**src/rtl/rlc_pkg.sv**
```systemverilog
// Shared types, codes and an arithmetic helper for the RGBA layer compositor.
`timescale 1ns / 1ps

package rlc_pkg;

    // Configuration register indexes.
    localparam logic [2:0] REG_CANVAS_WIDTH  = 3'd0;
    localparam logic [2:0] REG_CANVAS_HEIGHT = 3'd1;
    localparam logic [2:0] REG_ORIGIN_X      = 3'd2;
    localparam logic [2:0] REG_ORIGIN_Y      = 3'd3;
    localparam logic [2:0] REG_BLEND_MODE    = 3'd4;

    // Command codes carried on the input tuser.
    localparam logic CMD_BLEND = 1'b0;
    localparam logic CMD_READ  = 1'b1;

    // Blend mode codes.
    localparam logic MODE_NORMAL   = 1'b0;
    localparam logic MODE_MULTIPLY = 1'b1;

    localparam int CFG_INDEX_W = 3;
    localparam int CFG_DATA_W  = 16;
    localparam int SIZE_W      = 9;
    localparam int PIXEL_W     = 32;
    localparam int S_DATA_W    = 64;

    localparam logic [SIZE_W-1:0] SIZE_RESET = 9'd256;
    localparam logic [7:0]        FULL       = 8'd255;

    // Commands from the controller to the datapath.
    typedef struct packed {
        logic take;    // accept an input beat and read the canvas
        logic commit;  // write back the blended pixel and load the output
        logic clear;   // write zero at the clear counter
    } rlc_cmd_t;

    // Status from the datapath to the controller.
    typedef struct packed {
        logic clear_last;  // clear counter is on the final word
        logic out_free;    // output register can take a result this cycle
    } rlc_status_t;

    // Exact floor(v / 255) for v up to 255 * 255.
    function automatic logic [7:0] div255(input logic [15:0] v);
        logic [16:0] t;
        t = {1'b0, v} + {9'd0, v[15:8]} + 17'd1;
        return t[15:8];
    endfunction

endpackage

```
**src/rtl/rlc_ctrl.sv**
```systemverilog
// Controller state machine: clearing pass, beat acceptance and write-back sequencing.
`timescale 1ns / 1ps

module rlc_ctrl (
    input  logic                 aclk,
    input  logic                 aresetn,
    input  logic                 s_tvalid,
    output logic                 s_tready,
    input  rlc_pkg::rlc_status_t status,
    output rlc_pkg::rlc_cmd_t    cmd
);

    typedef enum logic [2:0] {
        ST_CLEAR = 3'b001,
        ST_IDLE  = 3'b010,
        ST_MIX   = 3'b100
    } state_t;

    state_t state_reg;
    state_t state_next;

    // Next-state and command decode.
    always_comb begin
        state_next = state_reg;
        cmd        = '0;
        s_tready   = 1'b0;
        case (state_reg)
            ST_CLEAR: begin
                cmd.clear = 1'b1;
                if (status.clear_last) begin
                    state_next = ST_IDLE;
                end
            end
            ST_IDLE: begin
                s_tready = 1'b1;
                if (s_tvalid) begin
                    cmd.take   = 1'b1;
                    state_next = ST_MIX;
                end
            end
            ST_MIX: begin
                if (status.out_free) begin
                    cmd.commit = 1'b1;
                    state_next = ST_IDLE;
                end
            end
            default: begin
                state_next = ST_CLEAR;
            end
        endcase
    end

    // State register.
    always_ff @(posedge aclk) begin
        if (!aresetn) begin
            state_reg <= ST_CLEAR;
        end else begin
            state_reg <= state_next;
        end
    end

    // An accepted beat is always followed by its write-back state.
    a_take_then_mix: assert property (@(posedge aclk) disable iff (!aresetn)
        cmd.take |=> state_reg == ST_MIX)
        else $error("accepted beat not followed by write-back state");

    // No beat is taken until the clearing pass has finished.
    a_no_take_in_clear: assert property (@(posedge aclk) disable iff (!aresetn)
        cmd.clear |-> !s_tready)
        else $error("input ready during clearing pass");

    // Only one command is active in any cycle.
    a_one_command: assert property (@(posedge aclk) disable iff (!aresetn)
        $onehot0({cmd.take, cmd.commit, cmd.clear}))
        else $error("overlapping controller commands");

endmodule

```
**config.mk**
```make
export PLATFORM = sky130hd
export DESIGN_NAME = rlc_ctrl
export DESIGN_NICKNAME = d
export VERILOG_FILES = /design/src/rtl/rlc_pkg.sv /design/src/rtl/rlc_ctrl.sv
export SDC_FILE = /design/constraint.sdc
export NUM_CORES = 1
export LEC_CHECK = 0
export BUFFER_PORTS_ARGS = -buffer_cell sky130_fd_sc_hd__buf_2
export CAP_MARGIN = 25
export CORE_AREA = 2 2 39 41
export CTS_CLUSTER_SIZE = 28
export DETAILED_ROUTE_END_ITERATION = 16
export DIE_AREA = 0 0 41 43
export PLACE_DENSITY_LB_ADDON = 0.25
export SYNTH_ARGS = -nofsm -noshare
export SYNTH_HDL_FRONTEND = slang
export SYNTH_SLANG_ARGS = --single-unit
```
**constraint.sdc**
```tcl
create_clock -name aclk -period 1.3 [get_ports aclk]
set_input_delay 0.13 -clock aclk [delete_from_list [all_inputs] [get_ports aclk]]
set_output_delay 0.13 -clock aclk [all_outputs]
set_load 0.01 [all_outputs]
```
Word level (Yosys, flattened, before mapping)
Cells that the tools add are included.
- reductions and logical operators: 1
- equality and inequality tests: 6
- mux-type cells: 10
- operators by type and width (cell ; count):
    two-way mux 3 bit ; 3
    case mux 3 bit (3 select lines) ; 1
    two-way mux 1 bit ; 6
    inequality test 2 bit, second input constant ; 3
    equality test 3 x 1 -> 1 bit, second input constant ; 1
    equality test 3 x 2 -> 1 bit, second input constant ; 1
    equality test 3 bit, second input constant ; 1
    AND reduction 3 bit ; 1
- output and inout bits: 4
- logic and storage cells: 18
- register bits: 3

Depth between registers and ports, before layout
- depth in word-level cells: 3
- gate-level depth with buffers: 3
- mapped depth without buffers: 3

Least setup slack after synthesis
OpenSTA, ideal clock, no wires.
- kind: register -> register
- from: reg state_reg[0]
- to: reg state_reg[1]
- setup slack: 0.249 ns
- period minus slack after synthesis: 1.051 ns
- cell stages (with the launch flop): 4
- path buffers: 0
- arrival: 0.932 ns
- cells stage by stage: dfxtp_1 nor3b_2 and2_1 o31a_1
- longest elaborated chain between the ends: 3
- elaborated cells between the ends (all ways): 8
- those cells by class: eq/ne (6); mux (1); reduce/logical (1)
- RTL lines (what ; RTL line ; text):
    start, declared ; rlc_ctrl.sv:19 ; state_t state_reg;
    start signal, assigned ; rlc_ctrl.sv:58 ; state_reg <= state_next;
    equality test 3 x 1 -> 1 bit (tied with other cells) ; rlc_ctrl.sv:27 ; case (state_reg)
    inequality test 2 bit (no line) ; n/a ;
    AND reduction 3 bit (no line) ; n/a ;
Several ways; a longest one is shown, not always the timed one.
A chain may end at the register's enable or synchronous reset.

==> out/results.ini <==
[outcome]
status=finished clean

[floorplan]
die_w_um=41
dieArea_sq_um=1760
rows=14
core_sq_um=1380
dieHeight_um=43
start_util=0.112
ios=9

[finish]
largest_reg_flops=3
nets=36
antennaDiodeCount=0
syn_to_final_growth_pct=60.5
n_fill_cell=159
fin_cells=46
drive_gt1_frac=0.467
fin_util=0.180

[yosys]
yosysWarnings=0
synth_nets=22
yosysUniqueCellTypes=12
yosys-top-cells-area=dfxtp_1, nor3b_2, nand2b_1, nor3_1, and3b_1
syn_area_per_cell_sq_um=9.13
synth_top_area_cell=dfxtp_1
synth_cells=17
syn_area_sq_um=155
ys_seq_area_frac=0.387
netlist.area_leader.share=0.387
synthArstFlopShare=0
yosysMostFrequentCell=dfxtp_1
synth-edff-count=0
synth-seq-cells=3
synthTopCellsByCount=dfxtp_1, nand2b_1, nor3_1, nor3b_2
synth_flop_cell=dfxtp_1

[placement]
io_buffer_count=8
hpwl_um=311
dpl_worst_slack_ps=224
dpl.cell_count=41
place_congestion=0.606

[worst_setup_path]
worstPathCellList=nand2b_1 -> nor3b_2 -> buf_2
cp-end-kind=primary output
slowest_stage=dfxtp_1
arrival_ps=1070
crit_buf_inv=1
rrSetupSlack_ps=190
worstPathRequired_ps=1170
worst_path_largest_cell_delay_ps=310
critPathMaxFanout=3
critPathKind=flop to primary output
critPathTopFamily=simple AND/OR/NAND/NOR gates
crit_path_start_kind=flop

[timing]
worst_pin_slew_ps=226
drv_slew=0
setup_viol_count_final=0
slew_headroom=0.849
finalCritPeriodShare=0.924
fin_crit_ps=1200
rsz0062_at_grt=false
setup_ws_ps=98.2
hold_violations=0
holdWs_ps=129
max_freq_ghz=0.832
skew_ps=0.874
fin_tns_setup_ps=0

[power_and_ir_drop]
power_density_nw_per_um2=1190
peakVddDrop_mv=0.395
leakage_nw=0.113

[routing]
drt_first_pass_iters=1
vias_per_cell=3.65
wl_um=385
first_iter_violations=0
ant_nets=0
drc=0
route.vias.total=168
wl_per_cell_um=8.37

[clock_network]
worstSkewPairLatency_ps=230
ctsResizeCount=0
cts_root_buf=clkbuf_4
cts_sinks=3
h-tree-depth=1
cts_tree=built
cts_buffer_depth=2
cts_hold_buf=0
cts_made_buffers=3
cts.reportedPaths.clkPinSlew_ps=30

[global_route]
grt_pass1_wl_um=593
grt_overflow_total=0
antenna_found_initial=0
grt_max_degree=8
grt_pass1_vias=148
gr-usage-all-layers=0.0621

[hold_path]
holdCritPathClass=input pin to flop

[flow_run]
maxCapViolCount=0

-- where the power goes --
part	internal [mW]	switching [mW]
sequential	0.0976	0.00615
combinational	0.0180	0.0156
clock	0.115	0.0445
-- layout make-up --
| type | instances | area (sq um) | area share |
|---|---|---|---|
| clock buffers | 4 | 26.3 | 0.106 |
| well taps | 16 | 20.0 | 0.0804 |
| flip-flops and latches | 3 | 60.1 | 0.241 |
| inverters | 1 | 3.75 | 0.0151 |
| repair buffers | 9 | 47.5 | 0.191 |
| multi-input cells | 13 | 91.3 | 0.367 |
-- layer usage --
metal,global-route usage,part of all wire,vias to the layer above
met3,0.0785,0.16,0
met5,0,0,-
met2,0.0594,0.42,10
met4,0.0600,0,0
li1,-,-,86
met1,0.0607,0.42,72
-- placed cells by master (no fill, tap or decap) --
cell	instances
a21oi_1	1
and2_1	1
and3b_1	1
buf_2	8
buf_4	1
clkbuf_1	1
clkbuf_4	3
dfxtp_1	3
inv_1	1
nand2b_1	2
nor2_1	1
nor3_1	2
nor3b_2	2
o21ai_0	1
o22ai_1	1
o31a_1	1
-- final timing paths --
kind / startpoint / to / cells after the start
worst min register to register: state_reg[0]$_SDFFE_PN1P_ / state_reg[2]$_SDFFE_PN0P_ / 1
worst min-delay path: aresetn / state_reg[0]$_SDFFE_PN1P_ / 2
worst max register to register: state_reg[1]$_SDFFE_PN0P_ / state_reg[1]$_SDFFE_PN0P_ / 4
worst max-delay path: state_reg[1]$_SDFFE_PN0P_ / cmd[1] / 3
-- metrics by stage --
stage	area (sq um)	power (mW)
floorplan	155	0.124
global placement	215	0.138
detailed placement	215	0.139
CTS	241	0.308
global route	249	0.323
finish	249	0.297
-- worst register-to-register path, cell delays in order, from the launching register on --
cell	delay [ps]
dfxtp_1	350
nand2b_1	170
nor3b_2	60
buf_4	140
o31a_1	280
-- repair_timing --
action / CTS / global route
setup buffers: 0 / 1
endpoints found under the setup margin: 0 / 1
hold endpoints to repair: 0 / 0
-- logic make-up after synthesis --
kind of cell,count (synthesis),share of synthesized area
buffers and inverters,1,0.0242
DFF,3,0.387
AOI/OAI and AO/OA,4,0.161
and+or+nand+nor,9,0.427
No activity file was read; power rests on OpenSTA's default activity.
